===== config.mk =====
export PLATFORM = sky130hd
export DESIGN_NAME = tcw_front
export DESIGN_NICKNAME = d
export VERILOG_FILES = /design/src/rtl/tcw_pkg.sv /design/src/rtl/tcw_front.sv
export SDC_FILE = /design/constraint.sdc
export NUM_CORES = 1
export LEC_CHECK = 0
export BUFFER_PORTS_ARGS = -buffer_cell sky130_fd_sc_hd__buf_2
export CORE_MARGIN = 1
export CORE_UTILIZATION = 33
export DETAILED_ROUTE_END_ITERATION = 16
export PLACE_DENSITY = 0.83
export SETUP_SLACK_MARGIN = 0.4
export SYNTH_ARGS = -nofsm -noshare
export SYNTH_HDL_FRONTEND = slang
export SYNTH_SLANG_ARGS = --single-unit

===== constraint.sdc =====
create_clock -name vclk -period 2.2
set_input_delay 0.11 -clock vclk [all_inputs]
set_output_delay 0.11 -clock vclk [all_outputs]
set_load 0.02 [all_outputs]

===== src/rtl/tcw_pkg.sv =====
// Package for the text console writer: grid geometry, command codes,
// back-end states and the command record queued between front and back.
// No dependencies.
package tcw_pkg;

  // Grid geometry
  localparam int COLUMNS = 80;
  localparam int ROWS = 25;
  localparam int CELLS = ROWS * COLUMNS;
  localparam int SCROLL_CELLS = (ROWS - 1) * COLUMNS;
  localparam int ADDR_W = $clog2(CELLS);

  // Field widths of the item ports
  localparam int KIND_W = 2;
  localparam int ROW_W = 5;
  localparam int COL_W = 7;
  localparam int CELL_W = 16;

  // Character codes
  localparam logic [7:0] CH_LF = 8'd10;
  localparam logic [7:0] CH_CR = 8'd13;
  localparam logic [7:0] CH_SPACE = 8'd32;

  // Item kinds on the input port
  localparam logic [KIND_W-1:0] KIND_WRITE = 2'd0;
  localparam logic [KIND_W-1:0] KIND_CLEAR = 2'd1;
  localparam logic [KIND_W-1:0] KIND_READ = 2'd2;

  // Command queue
  localparam int QUEUE_DEPTH = 2;
  localparam int QPTR_W = $clog2(QUEUE_DEPTH);
  localparam int QCNT_W = $clog2(QUEUE_DEPTH + 1);

  // Configuration register map (register index)
  localparam logic REG_DEFAULT_ATTR = 1'b0;

  typedef enum logic [2:0] {
    OP_PUT,
    OP_LF,
    OP_CR,
    OP_CLEAR,
    OP_READ,
    OP_NOP
  } op_t;

  typedef struct packed {
    op_t op;
    logic [7:0] ch;
    logic [7:0] attr;
    logic [ADDR_W-1:0] addr;
  } cmd_t;

  typedef enum logic [2:0] {
    ST_IDLE,
    ST_EXEC,
    ST_READ,
    ST_SCROLL,
    ST_DRAIN,
    ST_BLANK
  } state_t;

endpackage


===== src/rtl/tcw_front.sv =====
// Front end of the text console writer: accepts items and decodes them into
// queued commands (operation, cell value parts, read address).
// Depends on tcw_pkg.
module tcw_front (
  input  logic                      start,
  input  logic [tcw_pkg::KIND_W-1:0] kind,
  input  logic [7:0]                char_code,
  input  logic                      use_own_color,
  input  logic [3:0]                fore_color,
  input  logic [tcw_pkg::ROW_W-1:0] read_row,
  input  logic [tcw_pkg::COL_W-1:0] read_col,
  input  logic [7:0]                default_attribute,
  input  logic                      q_full,
  output logic                      busy,
  output logic                      push,
  output tcw_pkg::cmd_t             cmd
);

  // Hold off new items while the queue has no room
  assign busy = q_full;
  assign push = start && !q_full;

  // Classify the item
  always_comb begin
    cmd.op = tcw_pkg::OP_NOP;
    cmd.ch = char_code;
    cmd.attr = use_own_color ? {4'b0000, fore_color} : default_attribute;
    cmd.addr = tcw_pkg::ADDR_W'(
      tcw_pkg::ADDR_W'(read_row) * tcw_pkg::ADDR_W'(tcw_pkg::COLUMNS)
      + tcw_pkg::ADDR_W'(read_col));
    unique case (kind)
      tcw_pkg::KIND_WRITE: begin
        if (char_code == tcw_pkg::CH_LF) begin
          cmd.op = tcw_pkg::OP_LF;
        end else if (char_code == tcw_pkg::CH_CR) begin
          cmd.op = tcw_pkg::OP_CR;
        end else begin
          cmd.op = tcw_pkg::OP_PUT;
        end
      end
      tcw_pkg::KIND_CLEAR: begin
        cmd.op = tcw_pkg::OP_CLEAR;
      end
      tcw_pkg::KIND_READ: begin
        // Out-of-range reads return zero and change nothing
        if (32'(read_row) < tcw_pkg::ROWS && 32'(read_col) < tcw_pkg::COLUMNS) begin
          cmd.op = tcw_pkg::OP_READ;
        end else begin
          cmd.op = tcw_pkg::OP_NOP;
        end
      end
      default: begin
        cmd.op = tcw_pkg::OP_NOP;
      end
    endcase
  end

endmodule


==> flow_summary.ini <==
[finish]
seq_cells = 0
diodes = 0
drive_gt1_share_pct = 68.4
clkbuf_count = 0
syn_to_final_growth_pct = 64.3
final_nets = 164
layout_commonest_cell = buf_2
design_area_um2 = 863
final_cell_mix = buf_2, nor2b_1, inv_1, ha_1, buf_4
seq_area_um2 = 0

[critical_path]
startpoint = read_row[3]
worstSetupStartpointType = primary input
worstPathRequired_ns = 2.09
worstSetupPathType = primary input to output pin
cp_max_fo = 2
crit_path_end = cmd[10]
worstSetupEndpointType = output pin
critPathArrivalTime_ns = 1.74
path_cells = buf_8, ha_4, ha_4, fa_2, o2111ai_2, xnor2_2, xnor2_2, buf_4
slowest_stage = fa_2
slowest_delay_ns = 0.54

[yosys]
yosysWarnings = 0
syn-num-nets = 113
postSynthAreaPerCell_um2 = 8.08
synthCells = 65
ys_seq_area_share_pct = 0
syn_area_um2 = 526
synth.distinct_cells = 20

[die]
rows = 14
initial_utilization_pct = 35.3
core-area_um2 = 1490
die_x_um = 41.9
die_area_um2 = 1760
die_h_um = 41.9
io_pins = 69

[pwr]
p_leak_uw = 0.000480
irDropWorstVdd_mv = 0.139
switchingPower_uw = 161
pwr-share-comb_pct = 100.0
power.share.clock_pct = 0
p_sw_share_pct = 53.4
powerDensity_nw_per_um2 = 349
p_int_uw = 140
seq_power_share_pct = 0

[routing]
first_pass_iters = 2
drc_errors = 0
wl_mm = 1.41
detail-route-antenna-nets = 0
drt-initial-drc-count = 2
routedWlPerCell_um = 10.9
vias = 620
routed_via_density = 4.77

[placed_design]
place_area_um2 = 771
dpl.hpwl_mm = 1.22
numPortBuffers = 61
gp_congestion = 0.776

[worst_hold_path]
holdPathStages = 0
hold_class = primary input to output pin

[grt]
grt_max_degree = 9
track_usage_pct = 16.5
grt_pass1_wl_mm = 2.34
antenna_found_initial = 0
grt_pass1_vias = 565
grt_overflow = 0

[timing]
rsz0062_at_grt = yes
hold_viol = 0
max_freq_mhz = 540
setup_tns_ns = 0
min_period_ns = 1.85
finalCritPeriodShare_pct = 84.1
finalSetupViolations = 0
worst_pin_slew_ns = 0.346
slew_viol_final = 0
relSlewSlack_pct = 76.6

[flow_run]
cap_viol_max_count = 0

[run_status]
outcome = complete, no violations
==> cell usage after synthesis <==
master / number / area [um2]
a21oi_1: 2 / 10.0
inv_1: 5 / 18.8
a21o_1: 2 / 15.0
ha_1: 9 / 113
xnor2_1: 5 / 43.8
a221o_1: 1 / 10.0
nand2_1: 2 / 7.51
buf_4: 13 / 97.6
and2_1: 1 / 6.26
fa_1: 2 / 40.0
clkbuf_1: 2 / 7.51
o2111ai_1: 1 / 8.76
a41oi_1: 1 / 8.76
nor2_1: 2 / 7.51
nor4_1: 2 / 12.5
xor2_1: 2 / 17.5
o311ai_0: 1 / 8.76
mux2_2: 4 / 45.0
o21ai_0: 2 / 10.0
nor2b_1: 6 / 37.5
==> per-stage QoR <==
step                cells  setup slack [ns]  utilization, %  total power [uW]  hold WS, ns
floorplan              65             0.423               -               190        0.298
global placement      127             0.141            51.8               260        0.220
detailed placement    127            0.0995            51.8               263        0.220
CTS                   130             0.316            57.8               300        0.220
global route          130             0.297            58.0               326        0.220
finish                130             0.349            58.0               301        0.220
==> power by group through the flow <==
stage	combinational, uW	clock, uW	sequential, uW
final	301	0	0
after global placement	260	0	0
after global routing	326	0	0
after floorplan	190	0	0
after CTS	300	0	0
after detailed placement	263	0	0
==> cell type report <==
cell class	count	area, um2
tap	16	20.0
inverter	5	18.8
timing repair buffer	64	349
fill	145	626
multi-input combinational	45	475
==> cells by family (layout without fill, tap and decap cells) <==
kind of cell | after synthesis | in the layout | share of synthesized area [%]
fa+ha+maj | 11 | 11 | 29.0
buf+inv | 20 | 69 | 23.6
simple gates | 13 | 13 | 13.6
compound gates | 10 | 10 | 13.6
mux | 4 | 4 | 8.57
xor+xnor | 7 | 7 | 11.7
==> worst min path at each step <==
stage,startpoint,endpoint,slack [ns]
6_report,read_col[1],cmd[1],0.22
3_3_place_gp,read_col[0],cmd[0],0.22
5_1_grt,read_col[1],cmd[1],0.22
4_1_cts,read_col[0],cmd[0],0.22
2_1_floorplan,q_full,push,0.30
3_5_place_dp,read_col[0],cmd[0],0.22
==> repair_timing <==
action	4_1_cts	5_1_grt
pin swaps	7	2
setup buffers	3	0
resized for setup	13	1
endpoints found under the hold margin	0	0
setup endpoints to repair	2	2
hold buffers	0	0
==> metal layers <==
metal,global-route usage (%),wire length [um]
met2,34.7,814
met4,2.58,22
met1,17.1,445
met5,0,0
met3,1.74,130
==> worst max-delay path: cells and delay by family <==
family	cells	cell delay, ns
fa+ha+maj	3	0.93
compound gates	1	0.14
buf+inv	2	0.25
xor+xnor	2	0.31
(Power assumes the default switching activity.)
