$ cat src/rtl/tcw_pkg.sv
// Package for the text console writer: grid geometry, command codes,
// back-end states and the command record queued between front and back.
// No dependencies.
package tcw_pkg;

  // Grid geometry
  localparam int COLUMNS = 80;
  localparam int ROWS = 25;
  localparam int CELLS = ROWS * COLUMNS;
  localparam int SCROLL_CELLS = (ROWS - 1) * COLUMNS;
  localparam int ADDR_W = $clog2(CELLS);

  // Field widths of the item ports
  localparam int KIND_W = 2;
  localparam int ROW_W = 5;
  localparam int COL_W = 7;
  localparam int CELL_W = 16;

  // Character codes
  localparam logic [7:0] CH_LF = 8'd10;
  localparam logic [7:0] CH_CR = 8'd13;
  localparam logic [7:0] CH_SPACE = 8'd32;

  // Item kinds on the input port
  localparam logic [KIND_W-1:0] KIND_WRITE = 2'd0;
  localparam logic [KIND_W-1:0] KIND_CLEAR = 2'd1;
  localparam logic [KIND_W-1:0] KIND_READ = 2'd2;

  // Command queue
  localparam int QUEUE_DEPTH = 2;
  localparam int QPTR_W = $clog2(QUEUE_DEPTH);
  localparam int QCNT_W = $clog2(QUEUE_DEPTH + 1);

  // Configuration register map (register index)
  localparam logic REG_DEFAULT_ATTR = 1'b0;

  typedef enum logic [2:0] {
    OP_PUT,
    OP_LF,
    OP_CR,
    OP_CLEAR,
    OP_READ,
    OP_NOP
  } op_t;

  typedef struct packed {
    op_t op;
    logic [7:0] ch;
    logic [7:0] attr;
    logic [ADDR_W-1:0] addr;
  } cmd_t;

  typedef enum logic [2:0] {
    ST_IDLE,
    ST_EXEC,
    ST_READ,
    ST_SCROLL,
    ST_DRAIN,
    ST_BLANK
  } state_t;

endpackage

$ cat src/rtl/tcw_cmd_queue.sv
// Short command queue between the front and back ends of the console writer.
// Depends on tcw_pkg.
module tcw_cmd_queue (
  input  logic          clk,
  input  logic          rst,
  input  logic          push,
  input  tcw_pkg::cmd_t push_cmd,
  input  logic          pop,
  output tcw_pkg::cmd_t head_cmd,
  output logic          empty,
  output logic          full
);

  tcw_pkg::cmd_t entries [tcw_pkg::QUEUE_DEPTH];
  logic [tcw_pkg::QPTR_W-1:0] wr_ptr;
  logic [tcw_pkg::QPTR_W-1:0] rd_ptr;
  logic [tcw_pkg::QCNT_W-1:0] count;

  assign empty = (count == '0);
  assign full = (count == tcw_pkg::QCNT_W'(tcw_pkg::QUEUE_DEPTH));
  assign head_cmd = entries[rd_ptr];

  // Store pushed commands
  always_ff @(posedge clk) begin
    if (push) begin
      entries[wr_ptr] <= push_cmd;
    end
  end

  // Advance pointers and occupancy
  always_ff @(posedge clk) begin
    if (rst) begin
      wr_ptr <= '0;
      rd_ptr <= '0;
      count <= '0;
    end else begin
      if (push) begin
        wr_ptr <= (32'(wr_ptr) == tcw_pkg::QUEUE_DEPTH - 1) ? '0 : wr_ptr + 1'b1;
      end
      if (pop) begin
        rd_ptr <= (32'(rd_ptr) == tcw_pkg::QUEUE_DEPTH - 1) ? '0 : rd_ptr + 1'b1;
      end
      case ({push, pop})
        2'b10: count <= count + 1'b1;
        2'b01: count <= count - 1'b1;
        default: count <= count;
      endcase
    end
  end

  a_no_push_full: assert property (@(posedge clk) disable iff (rst) push |-> !full)
    else $error("command pushed into full queue");
  a_no_pop_empty: assert property (@(posedge clk) disable iff (rst) pop |-> !empty)
    else $error("command popped from empty queue");
  a_count_range: assert property (@(posedge clk) disable iff (rst)
    32'(count) <= tcw_pkg::QUEUE_DEPTH)
    else $error("queue occupancy out of range");

endmodule

$ cat config.mk
export PLATFORM = sky130hd
export DESIGN_NAME = tcw_cmd_queue
export DESIGN_NICKNAME = d
export VERILOG_FILES = /design/src/rtl/tcw_pkg.sv /design/src/rtl/tcw_cmd_queue.sv
export SDC_FILE = /design/constraint.sdc
export NUM_CORES = 1
export LEC_CHECK = 0
export BUFFER_PORTS_ARGS = -buffer_cell sky130_fd_sc_hd__buf_2
export CORE_ASPECT_RATIO = 0.8
export CORE_MARGIN = 3
export CORE_UTILIZATION = 45
export CTS_CLUSTER_DIAMETER = 60
export DETAILED_ROUTE_END_ITERATION = 6
export PLACE_DENSITY = 0.68
export SETUP_SLACK_MARGIN = 0.4
export SYNTH_ARGS = -nofsm -noshare
export SYNTH_HDL_FRONTEND = slang
export SYNTH_SLANG_ARGS = --single-unit
$ cat constraint.sdc
create_clock -name clk -period 3.2 [get_ports clk]
set_input_delay 0.32 -clock clk [delete_from_list [all_inputs] [get_ports clk]]
set_output_delay 0.32 -clock clk [all_outputs]
set_load 0.05 [all_outputs]
==> flow_metrics.env <==
export IMPL_status="finished, final reports clean"
export IMPL_synth_area_um2=2360
export IMPL_period_minus_slack_ps=2320
export IMPL_p_int_w=0.00139
export IMPL_cts_sinks=65
export IMPL_yosysWarnings=0
export IMPL_critPathKind="reg2out"
export IMPL_cts_htree_levels=3
export IMPL_ctsResizeCount=0
export IMPL_initial_core_util=0.490
export IMPL_ctsRootBufferMaster="clkbuf_8"
export IMPL_cts_hold_buf=0
export IMPL_place_hpwl_mm=2.95
export IMPL_setup_tns_ps=0
export IMPL_grt_use_total=0.149
export IMPL_timing_final_crit_share=0.726
export IMPL_async_flop_share=0
export IMPL_core_um2=4820
export IMPL_worst_r2r_setup_slack_ps=1520
export IMPL_drtIter0Drc=67
export IMPL_grt_pass1_wl_mm=6.49
export IMPL_synth_most_common_cell="edfxtp_1"
export IMPL_crit_chain="buf_4 -> mux2_2 -> buf_2"
export IMPL_cp_data_required_time_ps=2880
export IMPL_n_fill_cell=360
export IMPL_combinationalPowerShare=0.179
export IMPL_critical_path_max_fanout=16
export IMPL_crit_buf_inv=2
export IMPL_synth_ff_type="edfxtp_1"
export IMPL_wl_per_cell_um=16.2
export IMPL_peakVddDrop_v=0.000376
export IMPL_drive_above_1_share=0.577
export IMPL_grt_max_degree=17
export IMPL_synth_top_cell_by_area="edfxtp_1"
export IMPL_power_density_nw_per_um2=657
export IMPL_cts_tree="yes"
export IMPL_synthCells=115
export IMPL_slew_violations=0
export IMPL_hp_class="in2reg"
export IMPL_end_kind="primary output"
export IMPL_max_freq_mhz=431
export IMPL_die_y_um=70.8
export IMPL_port_buffers=65
export IMPL_swShare=0.280
export IMPL_die_area_um2=6150
export IMPL_rsz0062_at_grt="false"
export IMPL_clockBufferDepth=2
export IMPL_cts_setup_buffers=0
export IMPL_seq_area_frac_synth=0.806
export IMPL_drv_cap=0
export IMPL_clk_latency_ps=330
export IMPL_antenna_found_initial=0
export IMPL_n_antenna_cell=0
export IMPL_finClkSkew_ps=3.72
export IMPL_slowest_stage="dfxtp_1"
export IMPL_area_delta_synth_final_pct=24.4
export IMPL_timing_hold_ws_ps=170
export IMPL_yosys_top_cells_area="edfxtp_1 76%, mux2_2 14%, dfxtp_1 4.2%"
export IMPL_setup_violations_final=0
export IMPL_viasPerCell=4.89
export IMPL_synthesis_nets=150
export IMPL_max_stage_delay_ps=720
export IMPL_total_leakage_power_nw=1.12
export IMPL_synth_top_cells_by_count="60 x edfxtp_1, 30 x mux2_2, 6 x nor2_1"
export IMPL_dr_total_vias=1253
export IMPL_pwr_share_seq=0.523
export IMPL_report_final_hold_viol_count=0
export IMPL_fin_nets=226
export IMPL_drtPass1Iterations=4
export IMPL_cts_inserted_buffers=9
export IMPL_synth_edf_count=60
export IMPL_power_frac_clock=0.298
export IMPL_ant_nets=0
export IMPL_place_gp_congestion=0.748
export IMPL_dieWidth_um=87.0
export IMPL_p_sw_w=0.000541
export IMPL_relSlewSlack=0.492
export IMPL_drc=0
export IMPL_wl_mm=4.16
export IMPL_arrival_ps=2000
export IMPL_clk_pin_slew_ps=60
export IMPL_synth_top_area_frac=0.764
export IMPL_synth_cell_type_count=14
export IMPL_io_pins=66
export IMPL_synth_seq_cells=65
export IMPL_critPathLaunchType="flip-flop"
export IMPL_rows=22
export IMPL_crit_family="flip-flops"
export IMPL_grt_pass1_vias=1307
export IMPL_worstMarginPinSlew_ps=761
export IMPL_syn_avg_cell_area_um2=20.5
export IMPL_grt_ovfl_total=0
-- per-stage QoR --
step	instance area, um2	std cells	util	total power [W]	setup slack [ps]
2_1_floorplan	2360	115	-	0.00128	1140
3_3_place_gp	2770	240	0.575	0.00137	1250
3_5_place_dp	2770	240	0.575	0.00138	1200
4_1_cts	2940	256	0.610	0.00196	825
5_1_grt	2940	256	0.610	0.00201	748
6_report	2940	256	0.610	0.00193	878
-- sequential cells by signal, indices dropped and copies added, names as in the netlist, named ones only --
signal,cells
entries,60
count,2
rd_ptr,1
wr_ptr,1
-- cell families after synthesis --
group | count (synthesis) | share of synthesized area
AOI/OAI and AO/OA | 2 | 0.00424
muxes | 30 | 0.143
and+or+nand+nor | 9 | 0.0186
adders and majority gates | 1 | 0.00530
xor gates and xnor gates | 4 | 0.0148
DFF | 65 | 0.806
buffers and inverters | 4 | 0.00795
-- power by group through the flow --
stage                     clock [W]  combinational (W)  sequential (W)
after floorplan                   0           0.000265         0.00102
after global placement            0           0.000341         0.00102
after detailed placement          0           0.000349         0.00103
after CTS                  0.000593           0.000351         0.00101
after global routing       0.000630           0.000364         0.00102
final                      0.000575           0.000346         0.00101
-- worst reg2reg max path, stage by stage (launching register included) --
cell	delay, ps
dfxtp_1	390
and2_1	600
buf_4	380
-- area by class of cell --
type                       count  area [um2]  share of cell area
clock buffer                  13         149              0.0507
inverter                       1        3.75             0.00128
clock inverter                 3        17.5             0.00597
timing repair buffer          68         348               0.118
sequential                    65        1900               0.648
tap                           60        75.1              0.0256
multi-input combinational     46         442               0.150
-- worst paths after layout --
kind,start,to,depth (start not counted)
worst max-delay path,flip-flop,head_cmd[8],3
worst min-delay path,push_cmd[15],entries[0][15]$_DFFE_PP_,1
worst min register to register,count[1]$_SDFFE_PP0P_,count[1]$_SDFFE_PP0P_,2
worst max register to register,wr_ptr$_SDFFE_PP0P_,entries[1][8]$_DFFE_PP_,2
-- routing by layer --
metal	GRT usage	wire length (um)	vias up
li1	-	-	595
met1	0.156	1640	604
met2	0.247	2120	49
met3	0.0698	341	5
met4	0.0779	51	0
met5	0	0	-
-- cell usage in the layout (no fill, tap or decap), types with 2 or more instances in the layout --
master,count
dfxtp_1,5
nor2_1,5
buf_2,65
clkbuf_1,3
clkbuf_8,10
edfxtp_1,60
xnor2_1,3
buf_4,3
mux2_2,30
clkinv_2,2
No activity file was read; power rests on OpenSTA's default activity.
